**src/rtl/fmdd_pkg.sv**
```systemverilog
`timescale 1ns / 1ps
// Shared types, codes and address-map helpers for the FM register write filter.
// No dependencies.
package fmdd_pkg;

  localparam int unsigned TableDepth = 512;
  localparam int unsigned AddrW      = $clog2(TableDepth);
  localparam int unsigned CntW       = AddrW + 1;
  localparam int unsigned EntryW     = 9;

  // Bit 8 set marks an entry whose register value is not known
  localparam logic [EntryW-1:0] UNKNOWN_ENTRY = 9'h100;

  localparam logic [1:0] MODE_KEEP_ALL   = 2'd0;
  localparam logic [1:0] MODE_DEDUP      = 2'd1;
  localparam logic [1:0] MODE_DEDUP_FREQ = 2'd2;
  localparam logic [1:0] MODE_RESET      = MODE_DEDUP;

  typedef enum logic [1:0] {
    OP_WRITE = 2'd0,
    OP_PASS  = 2'd1,
    OP_LOOP  = 2'd2
  } op_t;

  typedef enum logic [2:0] {
    ST_INIT,
    ST_IDLE,
    ST_CHECK,
    ST_PAIR,
    ST_SWEEP,
    ST_DONE
  } state_t;

  typedef struct packed {
    logic              we;
    logic [AddrW-1:0]  waddr;
    logic [EntryW-1:0] wdata;
    logic [AddrW-1:0]  raddr;
  } mem_req_t;

  typedef struct packed {
    logic valid;
    logic keep;
    logic addr_valid;
  } result_t;

  function automatic logic addr_is_valid(input logic port, input logic [7:0] a);
    logic ok;
    ok = 1'b0;
    if (a inside {8'h22, 8'h27, 8'h28, 8'h2A, 8'h2B}) begin
      ok = !port;
    end else if (a inside {[8'h30:8'hB7]}) begin
      if (port && (a inside {[8'hA8:8'hAF]})) begin
        ok = 1'b0;
      end else begin
        ok = (a[1:0] != 2'b11);
      end
    end
    return ok;
  endfunction

  function automatic logic is_freq(input logic [AddrW-1:0] m);
    return (m[7:4] == 4'hA);
  endfunction

  // High byte of a frequency pair: mapped address matches xxA4 under mask 0xF4
  function automatic logic is_freq_high(input logic [AddrW-1:0] m);
    return (m[7:4] == 4'hA) && m[2];
  endfunction

endpackage

```
**src/rtl/fmdd_ctrl.sv**
```systemverilog
`timescale 1ns / 1ps
// Sequencer for the write filter: address check, shadow read-modify-write,
// start-pass and loop-found sweeps, and the clearing pass after reset. Uses fmdd_pkg.
module fmdd_ctrl
  import fmdd_pkg::*;
(
  input  logic              clk,
  input  logic              rst,
  input  logic              cfg_wr_en,
  input  logic [1:0]        cfg_wr_data,
  input  logic              in_valid,
  output logic              in_ready,
  input  logic [1:0]        in_op,
  input  logic              in_port,
  input  logic [7:0]        in_addr,
  input  logic [7:0]        in_data,
  input  logic              out_free,
  output result_t           res,
  output mem_req_t          sh_req,
  output mem_req_t          sn_req,
  input  logic [EntryW-1:0] sh_rd,
  input  logic [EntryW-1:0] sn_rd
);

  state_t            state, state_next;
  logic [CntW-1:0]   cnt, cnt_next;
  logic              pend, pend_next;
  logic [AddrW-1:0]  paddr, paddr_next;
  logic [1:0]        mode;
  op_t               op_q;
  logic [AddrW-1:0]  wr_addr;
  logic [7:0]        wr_data;
  logic              wr_av;
  logic              res_keep, res_keep_next;
  logic              res_av, res_av_next;
  logic              differ;
  logic              keep_c;
  logic              pair_c;
  logic              store_c;
  logic              accept;

  assign accept = in_valid && in_ready;
  assign differ = (sh_rd != {1'b0, wr_data});

  always_ff @(posedge clk) begin
    if (rst) begin
      state    <= ST_INIT;
      cnt      <= '0;
      pend     <= 1'b0;
      mode     <= MODE_RESET;
      res_keep <= 1'b0;
      res_av   <= 1'b0;
    end else begin
      state    <= state_next;
      cnt      <= cnt_next;
      pend     <= pend_next;
      res_keep <= res_keep_next;
      res_av   <= res_av_next;
      if (cfg_wr_en) begin
        mode <= cfg_wr_data;
      end
    end
  end

  // Item payload, captured at acceptance
  always_ff @(posedge clk) begin
    paddr <= paddr_next;
    if (accept) begin
      op_q    <= op_t'(in_op);
      wr_addr <= {in_port, in_addr};
      wr_data <= in_data;
      wr_av   <= addr_is_valid(in_port, in_addr);
    end
  end

  // Decision on the shadow entry read for a write
  always_comb begin
    keep_c  = 1'b0;
    pair_c  = 1'b0;
    store_c = 1'b0;
    if (mode == MODE_KEEP_ALL) begin
      keep_c = 1'b1;
    end else if (wr_av) begin
      if (!is_freq(wr_addr)) begin
        store_c = differ;
        keep_c  = differ;
      end else if (mode == MODE_DEDUP_FREQ) begin
        store_c = differ;
        keep_c  = differ;
        pair_c  = differ && is_freq_high(wr_addr);
      end else begin
        keep_c = 1'b1;
      end
    end
  end

  always_comb begin
    state_next    = state;
    cnt_next      = cnt;
    pend_next     = 1'b0;
    paddr_next    = cnt[AddrW-1:0];
    res_keep_next = res_keep;
    res_av_next   = res_av;
    in_ready      = 1'b0;
    res           = '0;
    sh_req        = '{we: 1'b0, waddr: paddr, wdata: UNKNOWN_ENTRY, raddr: cnt[AddrW-1:0]};
    sn_req        = '{we: 1'b0, waddr: paddr, wdata: sh_rd, raddr: cnt[AddrW-1:0]};

    case (state)
      ST_INIT: begin
        // Clearing pass: mark both tables unknown, one entry a cycle
        sh_req.we    = 1'b1;
        sh_req.waddr = cnt[AddrW-1:0];
        sn_req.we    = 1'b1;
        sn_req.waddr = cnt[AddrW-1:0];
        sn_req.wdata = UNKNOWN_ENTRY;
        cnt_next     = cnt + 1'b1;
        if (cnt[AddrW-1:0] == AddrW'(TableDepth - 1)) begin
          cnt_next   = '0;
          state_next = ST_IDLE;
        end
      end

      ST_IDLE: begin
        in_ready     = 1'b1;
        sh_req.raddr = {in_port, in_addr};
        if (in_valid) begin
          cnt_next      = '0;
          res_keep_next = 1'b0;
          res_av_next   = 1'b0;
          case (in_op)
            OP_WRITE:        state_next = ST_CHECK;
            OP_PASS, OP_LOOP: state_next = ST_SWEEP;
            default:         state_next = ST_DONE;
          endcase
        end
      end

      ST_CHECK: begin
        sh_req.we     = store_c;
        sh_req.waddr  = wr_addr;
        sh_req.wdata  = {1'b0, wr_data};
        res_keep_next = keep_c;
        res_av_next   = wr_av;
        if (pair_c) begin
          state_next = ST_PAIR;
        end else if (out_free) begin
          res        = '{valid: 1'b1, keep: keep_c, addr_valid: wr_av};
          state_next = ST_IDLE;
        end else begin
          state_next = ST_DONE;
        end
      end

      ST_PAIR: begin
        // Forget the low byte paired with the high byte just written
        sh_req.we    = 1'b1;
        sh_req.waddr = {wr_addr[AddrW-1:3], 1'b0, wr_addr[1:0]};
        if (out_free) begin
          res        = '{valid: 1'b1, keep: res_keep, addr_valid: res_av};
          state_next = ST_IDLE;
        end else begin
          state_next = ST_DONE;
        end
      end

      ST_SWEEP: begin
        // Read entry cnt, write back entry paddr in the following cycle
        if (!cnt[AddrW]) begin
          cnt_next   = cnt + 1'b1;
          pend_next  = 1'b1;
          paddr_next = cnt[AddrW-1:0];
        end
        if (pend) begin
          if (op_q == OP_PASS) begin
            sn_req.we = 1'b1;
            sh_req.we = 1'b1;
          end else begin
            sh_req.we = (sh_rd != sn_rd) || is_freq(paddr);
          end
        end
        if (cnt[AddrW] && !pend) begin
          state_next = ST_DONE;
        end
      end

      ST_DONE: begin
        if (out_free) begin
          res        = '{valid: 1'b1, keep: res_keep, addr_valid: res_av};
          state_next = ST_IDLE;
        end
      end

      default: begin
        state_next = ST_INIT;
      end
    endcase
  end

endmodule

```
**config.mk**
```make
export PLATFORM = sky130hd
export DESIGN_NAME = fmdd_ctrl
export DESIGN_NICKNAME = d
export VERILOG_FILES = /design/src/rtl/fmdd_pkg.sv /design/src/rtl/fmdd_ctrl.sv
export SDC_FILE = /design/constraint.sdc
export NUM_CORES = 1
export LEC_CHECK = 0
export BUFFER_PORTS_ARGS = -buffer_cell sky130_fd_sc_hd__buf_4
export CAP_MARGIN = 0
export CORE_UTILIZATION = 54
export DETAILED_ROUTE_END_ITERATION = 10
export GPL_ROUTABILITY_DRIVEN = 0
export PLACE_DENSITY = 0.86
export SYNTH_ARGS = -nofsm -noshare
export SYNTH_HDL_FRONTEND = slang
export SYNTH_SLANG_ARGS = --single-unit
```
**constraint.sdc**
```tcl
create_clock -name clk -period 5.4 [get_ports clk]
set_input_delay 0 -clock clk [delete_from_list [all_inputs] [get_ports clk]]
set_output_delay 0 -clock clk [all_outputs]
set_load 0.005 [all_outputs]
```
* After elaboration in Yosys (flattened, before gate mapping) *
Cells that the tools add are included.

cells by class
  magnitude comparators = 4
  $mul = 0
  shifts and indexed selects = 0
  add/sub/neg operators = 1
  bitwise logic cells = 1
  div/mod/pow operators = 0
  reductions and logical operators = 24
  equality and inequality tests = 25
  multiplexer cells = 46

operators by type and width
  cell                   count
  $eq 8x6->1 const B     5
  $mux 10                3
  $pmux 10 s3            1
  $mux 3                 9
  $pmux 9 s3             1
  $mux 1                 22
  $mux 18                1
  $mux 9                 2
  $pmux 3 s6             1
  $le 8x8->1 const B     2
  $ne 2x2->1 const B     6
  $pmux 3 s2             2
  $add 10x1->10 const B  1
  $eq 9x9->1 const B     1
  $ne 9x8->1             1
  $ne 9x9->1             1
  $eq 4x4->1 const B     2
  $ge 8x6->1 const B     1
  $ge 8x8->1 const B     1
  $reduce_or 2->1        4
  $logic_and 1x1->1      7
  $eq 3x2->1 const B     2
  $eq 3x3->1 const B     2
  $pmux 1 s2             3
  other kinds (15)       20

storage, ports and cells
  memories kept = 0
  output and inout bits = 60
  memory bits (writable) = 0
  memory bits (read-only) = 0
  latch bits = 0
  input port bits = 44
  word-level logic and storage cells = 113
  bits in registers = 47

* Longest topological paths before layout *
Gate-level depths: netlist (run 1).

  word-level depth = 9
  gate-level depth with buffers = 9
  depth with buffers taken out = 9

* Worst setup path after synthesis (run 1) *
No wires, ideal clock.

  kind = register to register
  start = register state[0]
  end = register op_q[0], enable pin
  arrival = 1.605 ns
  path slack = 3.417 ns
  library setup time = 0.378 ns
  buffers on the path = 2
  stages on the path, launching flop included = 6
  clock period less this slack = 1.983 ns
  data required time = 5.022 ns
  cells stage by stage = dfxtp_1 -> buf_4 -> nand2b_1 -> nor2_4 -> buf_2 -> and2_1

on the way
  word-level cells in the longest chain between the ends = 3

RTL lines
  what                      line              text
  start: declaration        fmdd_ctrl.sv:25   state_t state, state_next;
  start signal: assignment  fmdd_ctrl.sv:54   state <= state_next;
  $eq 3x1->1                fmdd_ctrl.sv:109  case (state)
  $mux 1                    fmdd_ctrl.sv:109
  net in_ready              fmdd_ctrl.sv:12   output logic in_ready,
  $logic_and 1x1->1         fmdd_ctrl.sv:42   assign accept = in_valid && in_ready;
  net accept                fmdd_ctrl.sv:40   logic accept;
  end signal: assignment    fmdd_ctrl.sv:69   op_q <= op_t'(in_op);
  end: declaration          fmdd_ctrl.sv:30   op_t op_q;

The timed path passes the listed nets, and every way through them passes these cells.
A chain may end at the register's enable or synchronous reset.

* Worst setup path after layout (run 1) *
  start = register state[0]
  end = register wr_data[2], enable pin

on the way
  word-level cells in the longest chain between the ends = 3

RTL lines
  what                    line              text
  $eq 3x1->1              fmdd_ctrl.sv:109
  $mux 1                  fmdd_ctrl.sv:109
  $logic_and 1x1->1       fmdd_ctrl.sv:42
  net accept              fmdd_ctrl.sv:40
  end signal: assignment  fmdd_ctrl.sv:71   wr_data <= in_data;
  end: declaration        fmdd_ctrl.sv:32   logic [7:0] wr_data;

The timed path passes the listed nets, and every way through them passes these cells.

==> results by group, run 1 <==
Global route
  – Met1 GRT Util: 0.3880
  – Grt ovf: 0
  – First-pass GRT wire length: 12520 um
  – Vias in the first global route: 2534
  – Pin count of the biggest net entering global routing: 36
  – Gr busiest metal: met2
  – Met3 Use GR: 0.06827
  – Global-route track usage on met2: 0.5045
  – Gr usage total: 0.3041
  – Initial antenna violation count: 0

Outcome
  – Status: finished clean

Route
  – Final wirelength: 8450 um
  – Initial drt markers: 152
  – Drt wl/cell: 17.39 um
  – DR vias: around 2.7k
  – Residual DRC: 0
  – 1st-pass router iterations: 4
  – Via/cell ratio: 5.621
  – Post-route ant nets: 0

Floorplan
  – # rows: 26
  – IO Pins: 104
  – Die height: about 75 um
  – Core box area: 5107 um^2
  – Die Width: 74.67 um
  – Die ar.: 5575 um^2
  – Starting Density: 0.5583

Clocking
  – CTS Buffer Depth: 2
  – Reg clk slew, reported paths: 0.09 ns
  – CTS root buf: clkbuf_8
  – H-Tree Depth: 2
  – CTS resizes: 0
  – CTS Buf Count: 5
  – Post-CTS Setup Bufs: 0
  – Clk Latency, worst-skew pair: ~0.31 ns
  – CTS tree: done
  – Clk sinks: 47

Logic synthesis
  – Mapped Cells: 301
  – Main flop type after synthesis: dfxtp_1
  – Mean Syn Cell Area: approximately 9.5 um^2
  – Post-synthesis sequential area ratio: 0.4002
  – YS warnings: 0
  – Mapped Nets: between 300 and 400
  – Synth Register Bits: 47
  – Post-synth cell types: 55
  – Number of synthesized flops with an enable pin: 20
  – Async SR Flop Fraction: 0
  – Post-Syn Area: ~2900 um^2

Setup path
  – Critical path launch point type: register
  – Crit path DAT: 2.96 ns
  – Element type at the critical path end: register
  – Max Fanout on Critical Path: 29
  – Critical path class: reg2reg
  – CP Data Required Time: between 5 and 6 ns

Pwr
  – Switching Share: 0.2489
  – Lkg Pwr: roughly 1.6 nW
  – Power, Total: approximately 0.7 mW
  – Comb pwr share: 0.141
  – PD cells: 178.8 nW/um^2
  – Clk pwr share: 0.315
  – Net Sw Power: 0.1748 mW
  – Reg power frac: 0.544
  – IR Drop Worst-Case VDD: 0.0001700 V
  – Pint: 0.5276 mW

Run
  – Max_cap viols: 0

STA
  – Setup violations, final: 0
  – Setup tns final: 0 ns
  – Tightest Pin Transition: between 1 and 1.5 ns
  – Final hold viol count: 0
  – Skew final: 0.008944 ns
  – RSZ-0062 raised after global routing: no
  – Slew headroom: 0.2687
  – Final worst-path cycle share: 0.5592
  – Peak Freq: between 300 and 400 MHz
  – Slew Viols, Final: 0
  – Minimum clock period: 3.020 ns

Finish
  – Most frequent cells in the layout: buf_4 (104), dfxtp_1 (27), dlygate4sd3_1 (26)
  – Most common cell after layout, fill and taps aside: buf_4
  – Nets: around 460
  – Area grow syn2layout: 37.74%
  – Antenna cells: 0
  – Share of layout cells above drive strength 1: 0.3293

Placed design
  – Post-detail-place hpwl: 5789 um
  – Port Buf Inserts: roughly 100

Worst hold path
  – Hold WC Path Type: in2reg
==> per-stage QoR <==
step	setup WS [ns]	hold slack, ns	instances	instance area (um^2)	util
final	2.380	0.1520	486	3928	0.7690
after global placement	2.594	0.1805	452	3576	0.7001
after detailed placement	2.460	0.1824	452	3576	0.7001
after global routing	2.196	0.1487	486	3928	0.7690
after CTS	2.406	0.1258	486	3928	0.7690
after floorplan	3.417	0.08787	301	2851	-
==> power groups by stage <==
stage	sequential [mW]	clock [mW]	combinational, mW
3_5_place_dp	0.390	0	0.0822
5_1_grt	0.383	0.239	0.106
6_report	0.382	0.221	0.0991
2_1_floorplan	0.387	0	0.0334
3_3_place_gp	0.390	0	0.0795
4_1_cts	0.382	0.224	0.0978
==> synthesized netlist by cell type (2+ instances only) <==
master / n / share of area
a22oi_1: 9 / 0.024
nor4bb_1: 2 / 0.0070
clkbuf_1: 4 / 0.0053
nand3_1: 5 / 0.0088
o31ai_1: 4 / 0.011
nor2_1: 20 / 0.026
nand4_1: 4 / 0.0088
a21oi_1: 20 / 0.035
or3_1: 5 / 0.011
xnor2_1: 13 / 0.040
nor3b_1: 5 / 0.013
nand2b_1: 2 / 0.0044
nor4_1: 3 / 0.0066
mux2_2: 13 / 0.051
buf_1: 2 / 0.0026
and2_1: 10 / 0.022
dfxtp_1: 27 / 0.19
or2_2: 2 / 0.0044
edfxtp_1: 20 / 0.21
buf_4: 12 / 0.032
nor3_1: 11 / 0.019
buf_2: 3 / 0.0053
nor2b_1: 14 / 0.031
ha_1: 3 / 0.013
nand2_1: 18 / 0.024
o21ai_0: 18 / 0.032
inv_1: 10 / 0.013
mux2i_1: 5 / 0.018
xor2_1: 11 / 0.034
==> registers in the layout (all words and copies together) (netlist names) <==
register / cells
state: 3
wr_data: 8
paddr: 9
res_av: 1
cnt: 10
op_q: 2
mode: 2
wr_addr: 9
wr_av: 1
pend: 1
res_keep: 1
==> cell families after synthesis <==
kind of cell	count (synthesis)	share of synthesized area
fa+ha+maj	3	0.01317
simple gates	109	0.2159
xor+xnor	24	0.07372
mux	19	0.07284
flops	47	0.4002
compound gates	66	0.1606
buf+inv	33	0.06362
==> path summary, 6_finish.rpt <==
path / start / to / slack (ns) / depth (start not counted)
max reg2reg: state[0] / wr_data[2] / 2.38 / 3
min: in_valid / res_av / 0.15 / 4
max: state[0] / wr_data[2] / 2.38 / 3
min reg2reg: cnt[6] / paddr[6] / 0.42 / 0
==> layout make-up <==
| type | instances | area (um^2) |
|---|---|---|
| Multi-Input combinational cell | 221 | 1529 |
| Fill cell | 349 | 1180 |
| Sequential cell | 47 | 1141 |
| Timing Repair Buffer | 130 | 1041 |
| Tap cell | 70 | 87.58 |
| Clock buffer | 5 | 68.82 |
| Inverter | 10 | 37.54 |
| Clock inverter | 3 | 22.52 |
==> routing by layer <==
metal / routed length [um] / share of wire / vias to the layer above
met5: 0 / 0 / -
met4: 139 / 0.016 / 0
met2: 4417 / 0.52 / 106
li1: - / - / 1305
met1: 3485 / 0.41 / 1309
met3: 407 / 0.048 / 12
==> what timing repair did <==
action / CTS / global route
setup endpoints to repair: 0 / 0
hold endpoints to repair: 27 / 0
hold buffers: 26 / 0
==> critical path: stages (launching register included) <==
cell and delay (ns):
dfxtp_1 1.06, nand2b_1 0.34, nor2_4 0.45, and2_1 0.80
Note: power is estimated with default switching activity, not from simulation.
==> inputs of run 2 (changes only) <==
CORE_UTILIZATION = 45   (was 54)
PLACE_DENSITY = 0.77   (was 0.86)
clock period = 2.6 ns   (was 5.4 ns; I/O delays follow)
==> run 2 against run 1 <==
Against the previous run:
- non-clock buffer count increased by 8
- final cell count increased by 2.7%
- hold slack got worse by 0.033 ns
- clock skew decreased by 0.0015 ns
- clock-buffer cell count increased by 1
- via count increased by 1.0%
==> results by group, run 2 (synthesis gave the netlist of run 1 again) <==
Route
  – Post-route ant nets: 0 (unchanged)
  – Via/cell ratio: 5.531 (-1.6%)
  – Final wirelength: 8495 um (+0.53%)
  – Residual DRC: 0 (unchanged)
  – DR vias: 2760 (+1.0%)
  – Drt wl/cell: 17.02 um (-2.1%)
  – 1st-pass router iterations: 4 (unchanged)
  – Initial drt markers: 160 (+5.3%)

Clocking
  – Clk Latency, worst-skew pair: 0.31 ns (about the same)
  – Reg clk slew, reported paths: 0.09 ns (about the same)
  – H-Tree Depth: 2 (unchanged)
  – CTS root buf: clkbuf_8
  – Cts hold-fix bufs: 26 (unchanged)
  – CTS Buf Count: 5 (unchanged)
  – Clk sinks: 47 (unchanged)
  – CTS resizes: 0 (unchanged)
  – CTS tree: done
  – Post-CTS Setup Bufs: 0 (unchanged)
  – CTS Buffer Depth: 2 (unchanged)

Setup path
  – Worst reg2reg setup slack: 0.46 ns (-1.92 ns)
  – Crit path DAT: 2.19 ns (-0.77 ns)
  – CP Data Required Time: 2.60 ns (-2.74 ns)
  – Critical path launch point type: register
  – Max Fanout on Critical Path: 13 (-55%)
  – Element type at the critical path end: output port
  – Critical path class: reg2out

Floorplan
  – Die ar.: 6659 um^2 (+19%)
  – Die Width: 81.60 um (+9.3%)
  – Core box area: 6026 um^2 (+18%)
  – Die height: 81.60 um (+9.3%)
  – Starting Density: 0.4732 (-0.08509)
  – # rows: 28 (+7.7%)
  – IO Pins: 104 (unchanged)

Finish
  – Antenna cells: 0 (unchanged)
  – Final instance count without filler cells: 499 (+2.7%)
  – Share of layout cells above drive strength 1: 0.3420 (+0.01265)
  – Largest register FFs: 10 (unchanged)
  – Largest regs: cnt: 10 flops, paddr: 9 flops, wr_addr: 9 flops
  – Most common cell after layout, fill and taps aside: buf_4
  – Nets: 470 (+1.7%)
  – Most frequent cells in the layout: buf_4 (112), dfxtp_1 (27), dlygate4sd3_1 (26)
  – Top reg by flops: cnt
  – Fill cells: 477 (+37%)
  – Area grow syn2layout: 41.11%

Global route
  – Pin count of the biggest net entering global routing: 29 (-19%)
  – Initial antenna violation count: 0 (unchanged)
  – Gr busiest metal: met2
  – Global-route track usage on met2: 0.4450 (-0.05950)
  – Gr usage total: 0.2587 (-0.04533)
  – Vias in the first global route: 2557 (+0.91%)
  – Grt ovf: 0 (unchanged)
  – Met1 GRT Util: 0.3271 (-0.06087)
  – First-pass GRT wire length: 12890 um (+3.0%)
  – Met3 Use GR: 0.04556 (-0.02272)

Pwr
  – Net Sw Power: 0.3557 mW (+100%)
  – Power, Total: 1.577 mW (+120%)
  – Switching Share: 0.2256 (-0.02337)
  – Pint: 1.221 mW (+130%)
  – PD cells: 391.9 nW/um^2 (+120%)
  – IR Drop Worst-Case VDD: 0.0003170 V (+86%)
  – Lkg Pwr: 1.636 nW (+3.7%)
  – Reg power frac: 0.502 (-0.042)
  – Clk pwr share: 0.368 (+0.053)
  – Comb pwr share: 0.130 (-0.011)

STA
  – Setup tns final: 0 ns (unchanged)
  – Setup violations, final: 0 (unchanged)
  – Slew headroom: 0.3088 (+0.04019)
  – Final hold viol count: 0 (unchanged)
  – Worst hold margin: 0.1192 ns (-0.03278 ns)
  – Final worst-path cycle share: 0.8415
  – RSZ-0062 raised after global routing: no
  – Tightest Pin Transition: 1.037 ns (-0.05879 ns)
  – Minimum clock period: 2.188 ns
  – Peak Freq: 457.0 MHz
  – Skew final: 0.007410 ns (-0.001534 ns)
  – Slew Viols, Final: 0 (unchanged)
  – Slack of the critical path: 0.4120 ns (-1.968 ns)

Worst hold path
  – Hold WC Path Type: in2reg

Run
  – Max_cap viols: 0 (unchanged)

Outcome
  – Status: finished clean

Placed design
  – Port Buf Inserts: 103 (unchanged)
  – Pre-CTS setup slack: 0.4916 ns (-1.969 ns)
  – Dpl cells: 465 (+2.9%)
  – Post-detail-place hpwl: 6080 um (+5.0%)
==> run 2: final timing paths <==
path	from	to	cells past startpoint
setup / recovery	state[2]	res[1]	7
setup reg to reg	cnt[4]	state[2]	8
hold reg to reg	cnt[7]	paddr[7]	0
hold / removal	in_valid	res_av	4
==> run 2: power groups by stage <==
stage	clock [mW]	combinational [mW]	sequential, mW
after floorplan	0	0.0693	0.805
after global placement	0	0.167	0.808
after detailed placement	0	0.170	0.809
after CTS	0.588	0.203	0.791
after global routing	0.619	0.221	0.795
final	0.580	0.205	0.792
==> run 2: area by class of cell <==
class | instances | area (um^2) | share of cell area
clock buffer | 6 | 82.58 | 0.02052
clock inverter | 2 | 38.79 | 0.009639
inverter | 10 | 37.54 | 0.009328
multi-input combinational | 221 | 1529 | 0.3800
sequential | 47 | 1141 | 0.2836
tap | 75 | 93.84 | 0.02332
timing repair buffer | 138 | 1101 | 0.2736
==> run 2: critical path: stages, from the launching register on <==
cell	delay (ns)
dfxtp_1	0.63
buf_4	0.30
nor2b_1	0.08
buf_4	0.18
o21ai_0	0.24
nor2_1	0.11
a32o_1	0.21
buf_4	0.13
==> run 2: metrics by stage <==
| stage | utilization | area, um^2 |
|---|---|---|
| after floorplan | - | 2851 |
| after detailed placement | 0.6044 | 3642 |
| final | 0.6678 | 4024 |
| after global routing | 0.6678 | 4024 |
| after global placement | 0.6044 | 3642 |
| after CTS | 0.6678 | 4024 |
==> run 2: metal layers <==
| metal | vias up | routed length [um] |
|---|---|---|
| li1 | 1313 | - |
| met1 | 1343 | 3487 |
| met2 | 96 | 4468 |
| met3 | 8 | 436 |
| met4 | 0 | 104 |
| met5 | - | 0 |
